<file path="config.mk">
export PLATFORM = sky130hd
export DESIGN_NAME = rgb_to_nearest_ega_index_unit
export DESIGN_NICKNAME = d
export VERILOG_FILES = /design/src/rtl/core/rgbega_pkg.sv /design/src/rtl/core/rgb_to_nearest_ega_index_unit.sv /design/src/rtl/core/rgbega_sqdist.sv /design/src/rtl/core/rgbega_argmin.sv
export SDC_FILE = /design/constraint.sdc
export NUM_CORES = 2
export LEC_CHECK = 0
export ABC_CLOCK_PERIOD_IN_PS = 14900
export BUFFER_PORTS_ARGS = -buffer_cell sky130_fd_sc_hd__clkbuf_2
export CELL_PAD_IN_SITES_DETAIL_PLACEMENT = 1
export CELL_PAD_IN_SITES_GLOBAL_PLACEMENT = 1
export CORE_ASPECT_RATIO = 1.75
export CORE_MARGIN = 2
export CORE_UTILIZATION = 40
export DETAILED_ROUTE_END_ITERATION = 8
export PLACE_DENSITY = 0.77
export SYNTH_ARGS = -nofsm -noshare
export SYNTH_HDL_FRONTEND = slang
export SYNTH_HIERARCHICAL = 1
export SYNTH_SLANG_ARGS = --single-unit
</file>
<file path="constraint.sdc">
create_clock -name i_clk -period 14.9 [get_ports i_clk]
set_input_delay 1.49 -clock i_clk [delete_from_list [all_inputs] [get_ports i_clk]]
set_output_delay 1.49 -clock i_clk [all_outputs]
set_load 0.05 [all_outputs]
</file>
<file path="src/rtl/core/rgbega_pkg.sv">
package rgbega_pkg;

    localparam int PalCount = 16;
    localparam int LvlCount = 4;
    localparam int ChanW    = 8;
    localparam int SqW      = 2 * ChanW;
    localparam int DistW    = SqW + 2;
    localparam int IdxW     = 4;

    typedef logic [ChanW-1:0] t_chan;
    typedef logic [SqW-1:0]   t_sq;
    typedef logic [DistW-1:0] t_dist;
    typedef logic [IdxW-1:0]  t_idx;
    typedef logic [1:0]       t_lvl;

    localparam t_lvl LvlZero = 2'd0;
    localparam t_lvl LvlLo   = 2'd1;
    localparam t_lvl LvlMid  = 2'd2;
    localparam t_lvl LvlHi   = 2'd3;

    localparam t_chan LevelVal [LvlCount] = '{8'd0, 8'd85, 8'd170, 8'd255};

    typedef struct packed {
        t_lvl r;
        t_lvl g;
        t_lvl b;
    } t_pal_ent;

    localparam t_pal_ent Palette [PalCount] = '{
        '{LvlZero, LvlZero, LvlZero},
        '{LvlZero, LvlZero, LvlMid },
        '{LvlZero, LvlMid,  LvlZero},
        '{LvlZero, LvlMid,  LvlMid },
        '{LvlMid,  LvlZero, LvlZero},
        '{LvlMid,  LvlZero, LvlMid },
        '{LvlMid,  LvlLo,   LvlZero},
        '{LvlMid,  LvlMid,  LvlMid },
        '{LvlLo,   LvlLo,   LvlLo  },
        '{LvlLo,   LvlLo,   LvlHi  },
        '{LvlLo,   LvlHi,   LvlLo  },
        '{LvlLo,   LvlHi,   LvlHi  },
        '{LvlHi,   LvlLo,   LvlLo  },
        '{LvlHi,   LvlLo,   LvlHi  },
        '{LvlHi,   LvlHi,   LvlLo  },
        '{LvlHi,   LvlHi,   LvlHi  }
    };

endpackage

</file>
<file path="src/rtl/core/rgb_to_nearest_ega_index_unit.sv">
// Maps one RGB888 pixel to the index of the nearest color of the 16-entry
// default EGA palette (squared Euclidean distance, lowest index on ties).
// A pixel is taken at every clock edge with start high; busy never rises,
// so one pixel per cycle is sustained. Each result appears on
// o_palette_index for exactly one cycle with o_valid high; between the
// pixel and its result, two stages form the channel squares and the
// per-entry sums, three stages reduce the sixteen distances through a
// compare tree. The receiver cannot stall; results come out in input order.
module rgb_to_nearest_ega_index_unit (
    input  logic                i_clk,
    input  logic                i_rst_n,
    input  logic                start,
    output logic                busy,
    input  rgbega_pkg::t_chan   i_red,
    input  rgbega_pkg::t_chan   i_green,
    input  rgbega_pkg::t_chan   i_blue,
    output logic                o_valid,
    output rgbega_pkg::t_idx    o_palette_index
);

    logic              dist_valid;
    rgbega_pkg::t_dist pal_dist [rgbega_pkg::PalCount];

    assign busy = 1'b0;

    rgbega_sqdist u_sqdist (
        .i_clk   (i_clk),
        .i_rst_n (i_rst_n),
        .i_valid (start && !busy),
        .i_red   (i_red),
        .i_green (i_green),
        .i_blue  (i_blue),
        .o_valid (dist_valid),
        .o_dist  (pal_dist)
    );

    rgbega_argmin u_argmin (
        .i_clk   (i_clk),
        .i_rst_n (i_rst_n),
        .i_valid (dist_valid),
        .i_dist  (pal_dist),
        .o_valid (o_valid),
        .o_idx   (o_palette_index)
    );

    a_strobe_has_beat: assert property (@(posedge i_clk) disable iff (!i_rst_n)
        o_valid |-> $past(start, 5))
        else $error("result strobe without a beat five cycles earlier");

    a_beat_gives_strobe: assert property (@(posedge i_clk) disable iff (!i_rst_n)
        ($past(start, 5) && $past(i_rst_n, 5) && $past(i_rst_n, 4) && $past(i_rst_n, 3)
         && $past(i_rst_n, 2) && $past(i_rst_n, 1)) |-> o_valid)
        else $error("accepted beat produced no result");

    a_black_maps_to_zero: assert property (@(posedge i_clk) disable iff (!i_rst_n)
        (o_valid && $past(i_red == 8'd0 && i_green == 8'd0 && i_blue == 8'd0, 5))
        |-> (o_palette_index == 4'd0))
        else $error("black pixel not mapped to entry zero");

    a_white_maps_to_top: assert property (@(posedge i_clk) disable iff (!i_rst_n)
        (o_valid && $past(i_red == 8'd255 && i_green == 8'd255 && i_blue == 8'd255, 5))
        |-> (o_palette_index == 4'd15))
        else $error("white pixel not mapped to entry fifteen");

endmodule

</file>
<file path="src/rtl/core/rgbega_sqdist.sv">
module rgbega_sqdist (
    input  logic                i_clk,
    input  logic                i_rst_n,
    input  logic                i_valid,
    input  rgbega_pkg::t_chan   i_red,
    input  rgbega_pkg::t_chan   i_green,
    input  rgbega_pkg::t_chan   i_blue,
    output logic                o_valid,
    output rgbega_pkg::t_dist   o_dist [rgbega_pkg::PalCount]
);

    logic              r_v1;
    logic              r_v2;
    rgbega_pkg::t_sq   r_sq   [3][rgbega_pkg::LvlCount];
    rgbega_pkg::t_sq   n_sq   [3][rgbega_pkg::LvlCount];
    rgbega_pkg::t_dist r_dist [rgbega_pkg::PalCount];
    rgbega_pkg::t_dist n_dist [rgbega_pkg::PalCount];

    // stage 1: squared distance of each channel to each of the four levels
    always_comb begin
        rgbega_pkg::t_chan ch [3];
        rgbega_pkg::t_chan lv;
        rgbega_pkg::t_chan d;
        ch[0] = i_red;
        ch[1] = i_green;
        ch[2] = i_blue;
        for (int c = 0; c < 3; c++) begin
            for (int l = 0; l < rgbega_pkg::LvlCount; l++) begin
                lv = rgbega_pkg::LevelVal[l];
                d  = (ch[c] > lv) ? ch[c] - lv : lv - ch[c];
                n_sq[c][l] = rgbega_pkg::t_sq'(d) * rgbega_pkg::t_sq'(d);
            end
        end
    end

    // stage 2: per-entry sum of three channel terms
    always_comb begin
        for (int k = 0; k < rgbega_pkg::PalCount; k++) begin
            n_dist[k] = rgbega_pkg::t_dist'(r_sq[0][rgbega_pkg::Palette[k].r])
                      + rgbega_pkg::t_dist'(r_sq[1][rgbega_pkg::Palette[k].g])
                      + rgbega_pkg::t_dist'(r_sq[2][rgbega_pkg::Palette[k].b]);
        end
    end

    always_ff @(posedge i_clk) begin
        if (!i_rst_n) begin
            r_v1 <= 1'b0;
            r_v2 <= 1'b0;
        end else begin
            r_v1 <= i_valid;
            r_v2 <= r_v1;
        end
        r_sq   <= n_sq;
        r_dist <= n_dist;
    end

    assign o_valid = r_v2;
    assign o_dist  = r_dist;

endmodule

</file>
<file path="src/rtl/core/rgbega_argmin.sv">
module rgbega_argmin (
    input  logic                i_clk,
    input  logic                i_rst_n,
    input  logic                i_valid,
    input  rgbega_pkg::t_dist   i_dist [rgbega_pkg::PalCount],
    output logic                o_valid,
    output rgbega_pkg::t_idx    o_idx
);

    typedef struct packed {
        rgbega_pkg::t_dist cost;
        rgbega_pkg::t_idx  idx;
    } t_cand;

    // left operand holds the lower indices; it keeps ties
    function automatic t_cand pick(t_cand a, t_cand b);
        return (b.cost < a.cost) ? b : a;
    endfunction

    logic             r_va;
    logic             r_vb;
    logic             r_vc;
    t_cand            r_a [8];
    t_cand            n_a [8];
    t_cand            r_b [2];
    t_cand            n_b [2];
    rgbega_pkg::t_idx r_idx;
    t_cand            n_c;

    always_comb begin
        t_cand lo;
        t_cand hi;
        for (int j = 0; j < 8; j++) begin
            lo.cost = i_dist[2*j];
            lo.idx  = rgbega_pkg::t_idx'(2*j);
            hi.cost = i_dist[2*j+1];
            hi.idx  = rgbega_pkg::t_idx'(2*j+1);
            n_a[j]  = pick(lo, hi);
        end
    end

    always_comb begin
        for (int m = 0; m < 2; m++) begin
            n_b[m] = pick(pick(r_a[4*m], r_a[4*m+1]), pick(r_a[4*m+2], r_a[4*m+3]));
        end
    end

    assign n_c = pick(r_b[0], r_b[1]);

    always_ff @(posedge i_clk) begin
        if (!i_rst_n) begin
            r_va <= 1'b0;
            r_vb <= 1'b0;
            r_vc <= 1'b0;
        end else begin
            r_va <= i_valid;
            r_vb <= r_va;
            r_vc <= r_vb;
        end
        r_a   <= n_a;
        r_b   <= n_b;
        r_idx <= n_c.idx;
    end

    assign o_valid = r_vc;
    assign o_idx   = r_idx;

endmodule
</file>
==> impl_metrics.toml <==
[yosys]
ys_async_sr_fraction_pct = 0
synth.distinct_cells = 108
synth_compound_area_share_pct = 15.3
synthXorXnorAreaFrac_pct = 7.71
yosys-top-cells-count = "ha_1 (989), inv_1 (809), dfxtp_1 (656), nor2_1 (556), a21oi_1 (408)"
synthCells = 6361
yosysTopAreaCell = "dfxtp_1"
synthAdderAreaFrac_pct = 32.9
synth_edf_count = 0
syn_avg_cell_area_um2 = 9.20
synth_warnings = 6
synth_area_mm2 = 0.0585
yosysSeqAreaShare_pct = 22.4
ys.flop_type = "dfxtp_1"
yosys.area_share.simple_pct = 11.0
synth_mux_area_share_pct = 4.34
ys_ff_latch = 656
synth_most_common_cell = "ha_1"
synth_top_family_by_area = "adder cells"
yosys.area.top_type_share_pct = 22.4
synthTopCellsByArea = "dfxtp_1 (22%), ha_1 (21%), fa_1 (12%)"

[floorplanning]
io_pins = 33
die_h_um = 510
coreArea_mm2 = 0.145
start_util_pct = 40.3
fp-row-count = 185
dieWidth_um = 293
dieArea_mm2 = 0.150

[sta]
slew_headroom_pct = 22.8
fmax_ghz = 0.123
setup_slack_ns = 6.79
final_hold_viol_count = 0
worst_pin_slew_ns = 1.15
fin_crit_ns = 8.11
tns_ns = 0
fin_crit_sh_pct = 54.4
fin_skew_ns = 0.0381
setup-violations-final = 0
grt_setup_unrepaired = "false"
fin_hold_ws_ns = 0.437
maxSlewViolCount = 0

[worst_setup_path]
crit_fanout = 22
critPathRequiredTime_ns = 15.44
crit_chain = "clkbuf_2 -> clkinv_1 -> ha_1 -> and2b_1 -> o21ai_1 -> a21oi_2 -> o21ai_0 -> and2_1 -> xnor2_4 -> or2_2 -> fa_1 -> inv_1 -> fa_1 -> fa_1 -> inv_1 -> fa_1 -> inv_1 -> ha_1 -> or4_1 -> o2111a_1 -> o31ai_1 -> mux2i_1 -> o2111ai_1"
path_class = "primary input to flip-flop"
cp-start-kind = "primary input"
crit_arrival_ns = 8.65
path_common_cell = "fa_1"
max_stage_delay_ns = 0.76
cp_slowest_cell = "clkinv_1"
end_kind = "flip-flop"

[placed_design]
pre_cts_slack_ns = 6.04
dpl.hpwl_um = 156000
port_buffers = 31
gp_congestion = 0.934
place_inst = 8168

[clocking]
post-cts-setup-buffer-count = 0
cts_resized = 0
cts_made_buffers = 69
clock-sinks = 656
htree_levels = 3
clkSlewWorstSetupHoldPaths_ns = 0.06
cts_tree = "built"
clock-root-buffer = "clkbuf_16"
clock_path_buffers = 3
ctsHoldBuffers = 0
clk_latency_ns = 0.70

[layout]
drive_gt1_share_pct = 7.24
nets = 7728
fillers = 16600
stdcell_count = 8297
area_growth_pct = 7.71

[global_routing]
grt_max_degree = 38
grt_first_pass_wirelength_um = 286000
antenna_found_initial = 5
grt_pass1_vias = 51100
grt_overflow = 0
track_usage_pct = 24.7

[routing]
routed_via_density = 5.53
wl_per_cell_um = 22.2
first_pass_iters = 5
routed_wirelength_um = 184000
drcViolationCount = 0
drtAntennaViolNets = 0
drt_iter0_markers = 1550
via_count = 45900

[run]
maxCapViolCount = 0

[hold_path]
min_path_type = "flip-flop to flip-flop"

[status]
outcome = "completed"
-- worst paths after layout --
path | startpoint | endpoint | slack (ns) | cells past startpoint
max | i_green[0] | u_sqdist/r_sq[110]$_DFF_P_ | 6.79 | 23
min | u_sqdist/o_valid$_SDFF_PN0_ | u_argmin/r_va$_SDFF_PN0_ | 0.44 | 1
max reg2reg | u_argmin/r_a[71]$_DFF_P_ | u_argmin/r_b[16]$_DFF_P_ | 8.71 | 18
min reg2reg | u_sqdist/o_valid$_SDFF_PN0_ | u_argmin/r_va$_SDFF_PN0_ | 0.44 | 1
-- registers in the layout, summed over array words and instances (netlist names) --
name	flops
u_argmin/r_a	152
u_argmin/r_va	1
u_sqdist/o_dist	276
u_argmin/r_b	42
u_argmin/r_vb	1
u_sqdist/r_v1	1
u_argmin/o_valid	1
u_sqdist/r_sq	177
u_sqdist/o_valid	1
u_argmin/o_idx	4
-- layout by cell type (no fill, tap or decap), types with 16 or more instances in the layout --
cell type,synthesis,final
nand2b_1,85,85
nand3_1,64,64
o21ai_1,24,23
clkbuf_2,1,31
o211ai_1,38,38
xnor2_1,346,346
a22o_1,23,23
nor4_1,16,16
ha_1,989,989
o41ai_1,21,21
conb_1,2,17
a211o_1,26,26
nor2b_1,67,66
nor2_1,556,556
nand4_1,41,41
fa_1,343,343
o21bai_1,44,44
nand2_1,228,228
o31ai_1,18,17
o21ai_0,212,212
inv_1,809,809
a21o_1,150,150
and3_1,33,33
dfxtp_1,656,656
a31oi_1,52,52
and2_1,49,49
clkbuf_16,0,69
mux2_2,135,135
a2bb2oi_2,17,17
xor2_1,148,148
o21a_1,85,85
nor3_1,121,121
or2_2,41,41
a211oi_1,42,42
a21oi_1,408,408
mux2i_1,87,87
-- cells by family after synthesis --
family          Yosys count
fa+ha+maj              1332
mux                     232
other cells               2
flops                   656
compound gates         1322
simple gates           1365
xor+xnor                504
buf+inv                 948
-- cell type report --
class                           count  area (µm²)  share of cell area (%)
Antenna cell                        2        5.00                 0.00794
Timing Repair Buffer               46         268                   0.425
Multi-Input combinational cell   4772       41800                    66.2
Inverter                          824        3090                    4.91
Clock buffer                       80        1840                    2.92
Clock inverter                     47         606                   0.961
Tap cell                         1870        2340                    3.71
Sequential cell                   656       13100                    20.8
-- worst max-delay path, delay by kind of cell --
family                     cells  cell delay (ns)
adders and majority gates      6             2.74
and+or+nand+nor                4             1.38
buffers and inverters          5             1.34
AOI/OAI and AO/OA              6             1.27
muxes                          1             0.22
xor gates and xnor gates       1             0.19
-- metal layers --
layer | global-route usage [%] | routed length, µm
met5 | 0 | 13
met4 | 21.2 | 18800
met3 | 2.81 | 4810
met2 | 47.6 | 97000
met1 | 23.1 | 63900
-- stage by stage --
step,instance area (µm²),util [%]
floorplan,58600,-
global placement,60600,41.7
detailed placement,60600,41.7
CTS,63000,43.4
global route,63000,43.4
finish,63000,43.4
Power is not shown: default switching activity piles up to over one toggle a cycle in this logic, so the estimate is an artifact.
